`src/rtl/trilateration_2d_solver_top_assert.svh`:
```
// Assertion macros for the trilateration solver top level.
`ifndef TRILATERATION_2D_SOLVER_TOP_ASSERT_SVH
`define TRILATERATION_2D_SOLVER_TOP_ASSERT_SVH

// Clocked check, off while reset is asserted.
`define TRI2D_CHECK(lbl, prop, msg) \
    lbl: assert property (@(posedge clk) disable iff (!rst_n) prop) else $error(msg);

// Clocked check that applies whenever a result is presented.
`define TRI2D_CHECK_OUT(lbl, cond, msg) \
    `TRI2D_CHECK(lbl, out_valid |-> (cond), msg)

`endif

```
`src/rtl/tri2d_pkg.sv`:
```
// Types and constants of the 2D trilateration solver.
`default_nettype none
package tri2d_pkg;

    localparam int COORD_W = 24;
    localparam int RANGE_W = 24;
    localparam int DIFF_W  = COORD_W + 1;
    localparam int A_W     = COORD_W + 2;
    localparam int SQ_W    = 2 * COORD_W;
    localparam int RSQ_W   = 2 * RANGE_W;
    localparam int B_W     = ((SQ_W > RSQ_W) ? SQ_W : RSQ_W) + 2;
    localparam int B_LO_W  = B_W / 2;
    localparam int B_HI_W  = B_W - B_LO_W;
    localparam int DET_W   = 2 * A_W + 1;
    localparam int NUM_W   = B_W + A_W + 1;
    localparam int Q_W     = COORD_W + 1;
    localparam int DIV_W   = (NUM_W > DET_W + Q_W) ? NUM_W : DET_W + Q_W;
    localparam int NUM_REGS = 6;
    localparam int IDX_W    = 3;

    // Configuration register indexes.
    localparam logic [IDX_W-1:0] REG_ANCHOR1_X = 3'd0;
    localparam logic [IDX_W-1:0] REG_ANCHOR1_Y = 3'd1;
    localparam logic [IDX_W-1:0] REG_ANCHOR2_X = 3'd2;
    localparam logic [IDX_W-1:0] REG_ANCHOR2_Y = 3'd3;
    localparam logic [IDX_W-1:0] REG_ANCHOR3_X = 3'd4;
    localparam logic [IDX_W-1:0] REG_ANCHOR3_Y = 3'd5;

    typedef struct packed {
        logic [RANGE_W-1:0] range_to_first;
        logic [RANGE_W-1:0] range_to_second;
        logic [RANGE_W-1:0] range_to_third;
    } in_t;

    typedef struct packed {
        logic signed [COORD_W-1:0] tag_x;
        logic signed [COORD_W-1:0] tag_y;
        logic                      singular;
        logic                      saturated;
    } out_t;

    // One entry of the divider pipeline, carrying both Cramer quotients.
    typedef struct packed {
        logic [DIV_W-1:0] rem_x;
        logic [DIV_W-1:0] rem_y;
        logic [Q_W-1:0]   q_x;
        logic [Q_W-1:0]   q_y;
        logic [DET_W-1:0] dv;
        logic             neg_x;
        logic             neg_y;
        logic             ovf_x;
        logic             ovf_y;
        logic             singular;
    } div_t;

endpackage
`default_nettype wire

```
`src/rtl/tri2d_div_step.sv`:
```
// One restoring-division step for both coordinates, with its pipeline register.
`default_nettype none
module tri2d_div_step #(
    parameter int SHIFT = 0
) (
    input  wire logic             clk,
    input  wire logic             rst_n,
    input  wire logic             in_valid,
    output logic                  in_ready,
    input  wire tri2d_pkg::div_t  in_data,
    output logic                  out_valid,
    input  wire logic             out_ready,
    output tri2d_pkg::div_t       out_data
);

    logic            valid_reg;
    tri2d_pkg::div_t data_reg;
    tri2d_pkg::div_t data_next;
    logic [tri2d_pkg::DIV_W-1:0] sub_dv;

    assign in_ready  = !valid_reg || out_ready;
    assign out_valid = valid_reg;
    assign out_data  = data_reg;

    // Trial subtraction of the shifted divisor from each remainder.
    always_comb
    begin
        data_next = in_data;
        sub_dv    = tri2d_pkg::DIV_W'(in_data.dv) << SHIFT;
        if (in_data.rem_x >= sub_dv)
        begin
            data_next.rem_x    = in_data.rem_x - sub_dv;
            data_next.q_x[SHIFT] = 1'b1;
        end
        if (in_data.rem_y >= sub_dv)
        begin
            data_next.rem_y    = in_data.rem_y - sub_dv;
            data_next.q_y[SHIFT] = 1'b1;
        end
    end

    // Stage register; valid travels with the data.
    always_ff @(posedge clk or negedge rst_n)
    begin
        if (!rst_n)
        begin
            valid_reg <= 1'b0;
        end
        else if (in_ready)
        begin
            valid_reg <= in_valid;
        end
    end

    always_ff @(posedge clk)
    begin
        if (in_ready && in_valid)
        begin
            data_reg <= data_next;
        end
    end

endmodule
`default_nettype wire

```
`config.mk`:
```
export PLATFORM = sky130hd
export DESIGN_NAME = tri2d_div_step
export DESIGN_NICKNAME = d
export VERILOG_FILES = /design/src/rtl/trilateration_2d_solver_top_assert.svh /design/src/rtl/tri2d_pkg.sv /design/src/rtl/tri2d_div_step.sv
export SDC_FILE = /design/constraint.sdc
export NUM_CORES = 1
export LEC_CHECK = 0
export ABC_AREA = 1
export BUFFER_PORTS_ARGS = -buffer_cell sky130_fd_sc_hd__buf_2
export CAP_MARGIN = 30
export CORE_MARGIN = 3
export CORE_UTILIZATION = 55
export CTS_CLUSTER_DIAMETER = 60
export DETAILED_ROUTE_END_ITERATION = 10
export GPL_TIMING_DRIVEN = 0
export HOLD_SLACK_MARGIN = 0.02
export PLACE_DENSITY = 0.84
export SYNTH_ARGS = -nofsm -noshare
export SYNTH_HDL_FRONTEND = slang
export SYNTH_SLANG_ARGS = --single-unit
```
`constraint.sdc`:
```
create_clock -name clk -period 20.6 [get_ports clk]
set_clock_uncertainty 0.1 [all_clocks]
set_input_delay 4.12 -clock clk [delete_from_list [all_inputs] [get_ports clk]]
set_output_delay 4.12 -clock clk [all_outputs]
set_load 0.05 [all_outputs]
```
======== Yosys cells after proc, flatten, opt, wreduce, memory -nomap -nowiden ========
Index checks and enable logic that the tools add are counted.
word-level totals
  input port bits ......................... 268
  register bits ........................... 265
  word-level logic and storage cells ...... 22
  output and inout bits ................... 266
operators by class
  $lt $le $gt $ge ......................... 2
  add/subtract/negate cells ............... 2
  multiplexer cells ....................... 2
  reductions and logical operators ........ 3
operators by type and width
  kind                                              count
  78-bit by 53-bit >= comparator with 1-bit output  2
  78-bit two-way mux                                2
  78-bit by 53-bit subtractor with 78-bit output    2
  1-bit logical AND                                 1
  1-bit logical NOT                                 1
  1-bit logical OR                                  1

======== Depth between registers and ports, before layout ========
  depth after elaboration ................. 3
  gate-level depth with buffers ........... 18
  gate-level depth less buffers ........... 18

======== Worst setup path after synthesis ========
OpenSTA, ideal clock, no wires.
  path kind ............................... input to register
  start point ............................. input port in_valid
  end point ............................... register data_reg, in the netlist out_data[0], enable pin
  library setup time ...................... 0.975 ns
  data required time ...................... 19.525 ns
  buffers on the path ..................... 0
  path slack .............................. 2.705 ns
  cell stages on the path ................. 2
  arrival ................................. 16.820 ns
  path through ............................ inv_1 > a21oi_1
on the way
  longest elaborated chain between the ends .. 1
RTL lines
  what                    RTL line              text
  start: declaration      tri2d_div_step.sv:8   input wire logic in_valid,
  1-bit logical AND       tri2d_div_step.sv:57  if (in_ready && in_valid)
  end signal: assignment  tri2d_div_step.sv:59  data_reg <= data_next;
  end: declaration        tri2d_div_step.sv:17  tri2d_pkg::div_t data_reg;
Every way passes these cells.
A chain may end at the register's enable or synchronous reset.

======== Worst setup path in the final report ========
  start point ............................. input port out_ready
  end point ............................... output port in_ready
on the way
  longest elaborated chain between the ends .. 1
RTL lines
  what                RTL line              text
  start: declaration  tri2d_div_step.sv:12  input wire logic out_ready,
  1-bit logical OR    tri2d_div_step.sv:21  assign in_ready = !valid_reg || out_ready;
  end: declaration    tri2d_div_step.sv:9   output logic in_ready,
Every way passes these cells.

==> metrics.yaml <==
status: "finished clean"
crit_top_cell: "buf_2"
p_per_area_mw_per_mm2: 65.8
dp_cells: 4561
grt_first_pass_wirelength_um: 138000
cts_setup_buffers: 0
worstPathArrival_ps: 4650
min_path_type: "reg2reg"
cts_tree: "done"
area_delta_synth_final_pct: 19.4
num_rows: 73
io_pins: 534
nets: 4441
vias: 24900
cts.htree.levels: 1
slowest_delay_ps: 230
clock_latency_ps: 560
seq_area_sq_mm: 0.00795
slew_violations: 0
path_class: "in2out"
rr_endpoint: "out_data[151]"
crit_chain: "buf_2, inv_1, nand2_1, buf_2"
r2r-start: "out_valid"
rsz0062_at_grt: "no"
clock_sinks: 265
slew_headroom: 0.457
netlist_instances: 3494
startpoint_type: "primary input"
multi_input_area_sq_mm: 0.0118
cp_slowest_cell: "buf_2"
critical_path.startpoint: "out_ready"
p_total_w: 0.00177
synth_area_sq_mm: 0.0225
gp_congestion: 1.12
n_fill_cell: 3701
drtIter0Drc: 2521
finalHoldViolCount: 0
chipWidth_um: 208
ys_types: 36
end_kind: "output pin"
cp_max_fo: 2
r2r_cells: 6
drc_errors: 0
coreArea_sq_mm: 0.0401
wl_per_cell_um: 20.7
crit_family: "buffers and inverters"
grt_start_max_net_pins: 34
peakVddDrop_uv: 57.7
maxCapViolations: 0
grt_pass1_vias: 23300
stdcell_area_sq_mm: 0.0269
overflow: 0
io_buffers: 533
grt_usage: 0.419
fin_crit_ps: 8870
rrSetupSlack_ps: 17800
drive_above_1_share: 0.168
seq_area_frac_synth: 0.353
synth_warnings: 0
endpoint: "in_ready"
p_leak_nw: 14.1
fin_ws_ps: 11730
final.setup.tns_ps: 0
holdPathStages: 2
cp.depth: 4
crit_buf_inv: 3
clkTransAtPathRegs_ps: 60
post-dp-hpwl_um: 81500
synth_nets: 3870
pre_cts_slack_ps: 11730
die_h_um: 208
layoutNonFillerInstCount: 4617
initial_core_util: 0.561
synthFlopType: "edfxtp_1"
fmax_mhz: 113
tightest_slew_ps: 813
synth_enable_flop_cells: 264
cts_root_buf: "clkbuf_16"
die_area_sq_mm: 0.0434
synth-seq-cells: 265
avgSynthCellArea_sq_um: 6.44
dpl_cell_area_sq_mm: 0.0260
required_ps: 16380
routed_wl_um: 95400
cts.path.max_buffers: 3
synthArstFlopShare: 0.00377
via_per_inst: 5.39
ant_nets: 0
post_cts_resized: 0
cts-buffers-inserted: 27
finalSetupViolations: 0
fin_crit_sh: 0.431
cts_hold_buf: 0
first_pass_iters: 6
grt_antenna_before_repair: 13
[cells in the mapped netlist, types with 2 or more instances]
cell      instances  area [sq um]
a21boi_0          2          15.0
a21oi_1          95           475
a21oi_2          20           175
and2_1            4          25.0
and3_1            2          12.5
buf_2            21           105
buf_6             4          45.0
edfxtp_1        264          7930
fa_1              2          40.0
ha_1            106          1330
inv_1           685          2570
inv_2            18          67.6
nand2_1        1450          5440
nand2_2           7          43.8
nand2_4           2          22.5
nand2b_1          2          12.5
nand3_1         137           686
nand3_2           4          40.0
nand3b_1         26           195
nand4_1          56           350
nor2_1          336          1260
nor2_2           26           163
nor2_4            5          56.3
nor3_1           22           110
nor3b_1           4          30.0
nor4_1            3          18.8
o21ai_0          64           320
o21ai_1          37           185
o21bai_1         10          75.1
or2_2             3          18.8
xnor2_1          67           587
xor2_1            6          52.6
[layout make-up]
class | count | area share
Antenna cell | 8 | 0.000745
Buffer | 26 | 0.00587
Clock buffer | 36 | 0.0264
Clock inverter | 12 | 0.00410
Inverter | 705 | 0.0986
Multi-Input combinational cell | 2498 | 0.437
Sequential cell | 265 | 0.296
Tap cell | 525 | 0.0244
Timing Repair Buffer | 542 | 0.107
[worst reg2reg max path: stages, from the launching register on]
cell and delay (ps):
dfrtp_1 430, a21oi_4 680, buf_12 300, buf_12 260, buf_12 240, buf_12 250, buf_12 230
[logic make-up (layout without fill, tap and decap cells)]
logic type	after synthesis	in the layout	share of synthesized area
AND/OR/NAND/NOR	2089	2089	0.377
adder cells (fa/ha/maj)	108	108	0.0607
buffers and inverters	731	1321	0.125
other	0	8	0
flip-flops	265	265	0.353
XOR/XNOR	73	73	0.0284
AO/OA/AOI/OAI	228	228	0.0554
[layout by cell type, fill, tap and decap left out, types with 56 or more instances in the layout]
cell,netlist,layout
inv_1,685,685
a21oi_1,95,94
edfxtp_1,264,264
nor2_1,336,336
xnor2_1,67,67
nand2_1,1450,1450
nand3_1,137,137
ha_1,106,106
nand4_1,56,56
o21ai_0,64,64
buf_2,21,554
[how the worst min path moves through the flow]
stage | startpoint | to | slack (ps)
2_1_floorplan | out_valid | out_valid | 1030
3_3_place_gp | out_valid | out_valid | 390
3_5_place_dp | out_valid | out_valid | 530
4_1_cts | out_valid | out_valid | 540
5_1_grt | out_valid | out_valid | 560
6_report | out_valid | out_valid | 550
[state kept, by name, indices dropped and copies added, names as in the netlist]
| register | cells |
|---|---|
| out_data | 264 |
| out_valid | 1 |
[metal layers]
layer	routed length, um	share of wire	global-route usage
met2	43900	0.46	0.701
met3	9520	0.10	0.0787
met1	34300	0.36	0.497
met4	7600	0.080	0.266
met5	49	0.00051	0
[through the flow]
stage / util / hold slack (ps)
2_1_floorplan: - / 1030
3_3_place_gp: 0.644 / 395
3_5_place_dp: 0.649 / 533
4_1_cts: 0.670 / 543
5_1_grt: 0.670 / 561
6_report: 0.670 / 549
[power by group]
part,switching [W],internal [W]
sequential,0.0000109,0.000652
combinational,0.000469,0.000166
clock,0.000206,0.000265
total,0.000686,0.00108
Note: power is estimated with default switching activity, not from simulation.
